**src/design/ssa_pkg.sv**
```systemverilog
// Shared types and constants for the segment sum accumulator.
// No dependencies; the files that use it refer to this package by scoped names.
package ssa_pkg;

  localparam int CMD_W    = 2;
  localparam int SEG_W    = 32;
  localparam int COL_W    = 8;
  localparam int VAL_W    = 32;
  localparam int SUM_W    = 32;
  localparam int STATUS_W = 2;
  localparam int CFG_W    = 5;
  localparam int CFG_IDX_W = 1;

  localparam logic [CFG_IDX_W-1:0] CFG_SEG_COUNT = 1'd0;
  localparam logic [CFG_IDX_W-1:0] CFG_ROW_WIDTH = 1'd1;

  localparam logic [CFG_W-1:0] SEG_COUNT_RST = 5'd16;
  localparam logic [CFG_W-1:0] ROW_WIDTH_RST = 5'd16;

  typedef enum logic [CMD_W-1:0] {
    CMD_CLEAR = 2'd0,
    CMD_ACC   = 2'd1,
    CMD_READ  = 2'd2,
    CMD_NOP   = 2'd3
  } cmd_t;

  typedef enum logic [STATUS_W-1:0] {
    ST_OK      = 2'd0,
    ST_SEG_ERR = 2'd1,
    ST_COL_ERR = 2'd2
  } status_t;

  // Decoded command as handed from the front end to the pipeline.
  typedef struct packed {
    cmd_t    cmd;
    status_t status;
  } decode_t;

endpackage

```
**src/design/ssa_decode.sv**
```systemverilog
// Command front end: range checks on segment and column, and the table address.
// Depends on ssa_pkg.
module ssa_decode #(
  parameter int MAX_SEGMENTS  = 16,
  parameter int MAX_ROW_WIDTH = 16,
  localparam int DEPTH  = MAX_SEGMENTS * MAX_ROW_WIDTH,
  localparam int ADDR_W = (DEPTH > 1) ? $clog2(DEPTH) : 1
) (
  input  ssa_pkg::cmd_t                    cmd,
  input  logic signed [ssa_pkg::SEG_W-1:0] segment_id,
  input  logic        [ssa_pkg::COL_W-1:0] column,
  input  logic        [ssa_pkg::CFG_W-1:0] seg_count,
  input  logic        [ssa_pkg::CFG_W-1:0] row_width,
  output ssa_pkg::decode_t                 dec,
  output logic        [ADDR_W-1:0]         addr
);

  logic [31:0] seg_lim;
  logic [31:0] col_lim;
  logic        seg_bad;
  logic        col_bad;

  // Effective limits saturate at the table dimensions.
  assign seg_lim = (32'(seg_count) < 32'(MAX_SEGMENTS)) ? 32'(seg_count)
                                                        : 32'(MAX_SEGMENTS);
  assign col_lim = (32'(row_width) < 32'(MAX_ROW_WIDTH)) ? 32'(row_width)
                                                         : 32'(MAX_ROW_WIDTH);

  assign seg_bad = segment_id[ssa_pkg::SEG_W-1] || ($unsigned(segment_id) >= seg_lim);
  assign col_bad = 32'(column) >= col_lim;

  assign addr = ADDR_W'(ADDR_W'($unsigned(segment_id)) * ADDR_W'(MAX_ROW_WIDTH)
                        + ADDR_W'(column));

  always_comb begin
    dec.cmd    = cmd;
    dec.status = ssa_pkg::ST_OK;
    if (cmd == ssa_pkg::CMD_ACC || cmd == ssa_pkg::CMD_READ) begin
      if (seg_bad) begin
        dec.status = ssa_pkg::ST_SEG_ERR;
      end else if (col_bad) begin
        dec.status = ssa_pkg::ST_COL_ERR;
      end
    end
  end

endmodule

```
**config.mk**
```make
export PLATFORM = sky130hd
export DESIGN_NAME = ssa_decode
export DESIGN_NICKNAME = d
export VERILOG_FILES = /design/src/design/ssa_pkg.sv /design/src/design/ssa_decode.sv
export SDC_FILE = /design/constraint.sdc
export NUM_CORES = 1
export LEC_CHECK = 0
export BUFFER_PORTS_ARGS = -buffer_cell sky130_fd_sc_hd__buf_2
export CAP_MARGIN = 20
export CELL_PAD_IN_SITES_DETAIL_PLACEMENT = 0
export CELL_PAD_IN_SITES_GLOBAL_PLACEMENT = 2
export CORE_ASPECT_RATIO = 1.1
export CORE_UTILIZATION = 14
export DETAILED_ROUTE_END_ITERATION = 12
export PLACE_DENSITY = 0.79
export SLEW_MARGIN = 40
export SYNTH_ARGS = -nofsm -noshare
export SYNTH_HDL_FRONTEND = slang
export SYNTH_SLANG_ARGS = --single-unit
```
**constraint.sdc**
```tcl
create_clock -name vclk -period 1.6
set_clock_uncertainty 0.15 [all_clocks]
set_input_delay 0 -clock vclk [all_inputs]
set_output_delay 0 -clock vclk [all_outputs]
set_load 0.01 [all_outputs]
```
# == Yosys cells after proc, flatten, opt, wreduce, memory -nomap -nowiden ==
# Index checks and enable logic that the tools add are counted.
# totals
register_bits,0
out_inout_bits,12
# op_classes
n_reduce_logical,2
n_mux,5
magnitude_cmp,4
n_addsub,1
n_eq_ne,2
# op_table
operator,n
$ge 32x5->1,1
$lt 5x5->1 const B,2
$mux 5,2
$add 8x8->8,1
$ge 8x5->1,1
$mux 2,3
$eq 2x1->1 const B,1
$eq 2x2->1 const B,1
$logic_or 1x1->1,2

# == Depth between registers and ports, before layout ==
# depth
word_depth,6
ltp_mapped,7

# == Least setup slack after synthesis ==
# OpenSTA, ideal clock, no wires.
# synth_timing
kind,input -> output
startpoint,in seg_count[0] in the netlist's numbering
endpoint,out dec[1] in the netlist's numbering
t_arrival_ps,1079
stages,6
n_path_buf,0
setup_slack_ps,371
path_cell_list,nor2b_1 -> ha_1 -> nor3b_1 -> o21ai_0 -> a211oi_1 -> and3b_1
# synth_rtl
item,line_no,text
"start, declared",ssa_decode.sv:12,"input logic [ssa_pkg::CFG_W-1:0] seg_count,"
"end, declared",ssa_decode.sv:14,"output ssa_pkg::decode_t dec,"

==> flow_summary.yaml <==
placement:
  port-buffer-count: 64
  dpl.hpwl_um: 1500
  dp_cells: 173
  gp_congestion: 0.723
  dpl_worst_slack_ps: 42.6
  dpl_cell_area_um2: 837
floorplan:
  rows: 22
  die_h_um: 64.8
  initial_core_util_pct: 14.8
  die_width_um: 59.1
  die_area_um2: 3830
  core_um2: 3390
  io_pins: 64
final_layout:
  nClkBuffers: 0
  final-seq-area_um2: 0
  fin_nets: 193
  seq_cells: 0
  fin_area_um2: 847
  multiInputGateArea_um2: 437
  final.fill_count: 381
  area_growth_pct: 68.8
  drive_above_1_share_pct: 55.2
  utilization_pct: 25.0
  final_cells: 173
  n_antenna_cell: 0
timing:
  maxSlewViolCount: 0
  holdWs_ps: 47.0
  finalSetupViolCount: 0
  max_slew_margin_pct: 78.5
  hold_viol_final: 0
  period_needed_ps: 1470
  worst_slew_pin_slew_ps: 318
  setup-tns-final_ps: 0
  worst_slack_ps: 133
  max_clock_freq_mhz: 682
  rsz0062_at_grt: "false"
  timing.final.crit_share_pct: 91.7
yosys:
  ys_warn_count: 0
  synth.area.top_cells: "ha_1 (32%), buf_4 (9.0%), nor4_1 (8.7%)"
  synthMuxAreaShare_pct: 0
  synthesis.instances: 67
  syn_nets: 133
  synthAdderAreaFrac_pct: 36.4
  synth_compound_area_share_pct: 12.5
  yosys.area.top_type: "ha_1"
  synth_top_area_share_pct: 32.4
  synth-xor-area-share_pct: 6.98
  yosysUniqueCellTypes: 22
  synth.avg_cell_area_um2: 7.49
  synth_top_family_by_area: "adder cells"
  yosysSeqAreaShare_pct: 0
  synth-simple-area-share_pct: 29.2
  netlist_area_um2: 502
global_routing:
  grt_pass1_vias: 664
  overflow: 0
  grt_usage_pct: 7.82
  grt_pass1_wl_um: 2450
  grt_max_degree: 5
  antenna_found_initial: 0
pwr:
  p_seq_share_pct: 0
  switching_share_pct: 46.3
  switching_power_uw: 95.4
  power_density_nw_per_um2: 243
  total_power_uw: 206
  p_leak_nw: 0.475
  ir_worst_vdd_v: 0.0000522
  internal_power_uw: 110
  pwr-share-clk_pct: 0
  comb_power_share_pct: 100.0
critical_path:
  worstSetupEndpointType: "output port"
  required_ps: 1450
  crit_fanout: 2
  cp-start-kind: "input port"
  crit_type: "input port to output port"
  arrival_ps: 1320
route:
  drtIter0Drc: 13
  finalWirelength_um: 1540
  drtPass1Iterations: 2
  ant_nets: 0
  wire_per_inst_um: 8.92
  viasPerCell: 4.01
  remaining_drc_errors: 0
  vias: 693
run:
  maxCapViolCount: 0
outcome:
  status: "complete, no violations"
min_path:
  hp-class: "input port to output port"
clocking:
  cts_setup_buffers: 0
routing by layer:
metal / up-vias / part of all wire, % / GRT usage, %
met4: 0 / 0 / 0.595
li1: 354 / - / -
met3: 0 / 8.9 / 0
met2: 51 / 48 / 15.2
met5: - / 0 / 0
met1: 288 / 43 / 9.79
critical path, cell delays in order:
cell	delay [ps]
buf_2	90
nor2b_1	120
ha_1	260
nor3b_1	170
o21ai_1	120
a211oi_2	250
and3b_1	180
buf_2	120
cell type report:
cell class,instances,area share [%]
inverter,8,3.55
multi-input combinational,53,51.6
timing repair buffer,64,37.8
tap,48,7.09
synth_stat cells (all sizes together):
library cell   n
nor2           3
xnor2          3
buf            6
and3b          1
a221oi         1
xor2           1
a21o           2
ha            13
nor3b          2
or4            1
a211oi         1
a21oi          2
fa             1
o21ai          3
nor4b          1
nand3          2
inv            8
nand4          1
nor2b          2
nor4           7
nand2          6
placed cells by master, fill, tap and decap left out, drive strengths merged:
| cell | netlist | routed |
|---|---|---|
| fa | 1 | 1 |
| ha | 13 | 13 |
| a21o | 2 | 2 |
| buf | 6 | 64 |
| o21ai | 3 | 3 |
| xor2 | 1 | 1 |
| nor3b | 2 | 2 |
| nand4 | 1 | 1 |
| or4 | 1 | 1 |
| a211oi | 1 | 1 |
| inv | 8 | 8 |
| nor4 | 7 | 7 |
| nor2b | 2 | 2 |
| xnor2 | 3 | 3 |
| nor2 | 3 | 3 |
| nor4b | 1 | 1 |
| and3b | 1 | 1 |
| a21oi | 2 | 2 |
| a221oi | 1 | 1 |
| nand3 | 2 | 2 |
| nand2 | 6 | 6 |
cells by family after synthesis:
family,count (synthesis)
adders and majority gates,14
and+or+nand+nor,26
buffers and inverters,14
xor gates and xnor gates,4
AOI/OAI and AO/OA,9
power groups by stage:
stage                     Combinational, mW  Clock, mW  Sequential [mW]
final                                 0.206          0                0
after global routing                  0.234          0                0
after CTS                             0.207          0                0
after detailed placement              0.206          0                0
after global placement                0.204          0                0
after floorplan                       0.107          0                0
what timing repair did:
action / 4_1_cts / 5_1_grt
gates resized for setup: 0 / 5
setup endpoints to repair: 0 / 2
hold buffers: 0 / 0
path summary, 6_finish.rpt:
kind | start | end | slack, ps | cells after the start
max | seg_count[0] | dec[1] | 130 | 8
min | column[0] | addr[0] | 50 | 2
(Power assumes the default switching activity.)
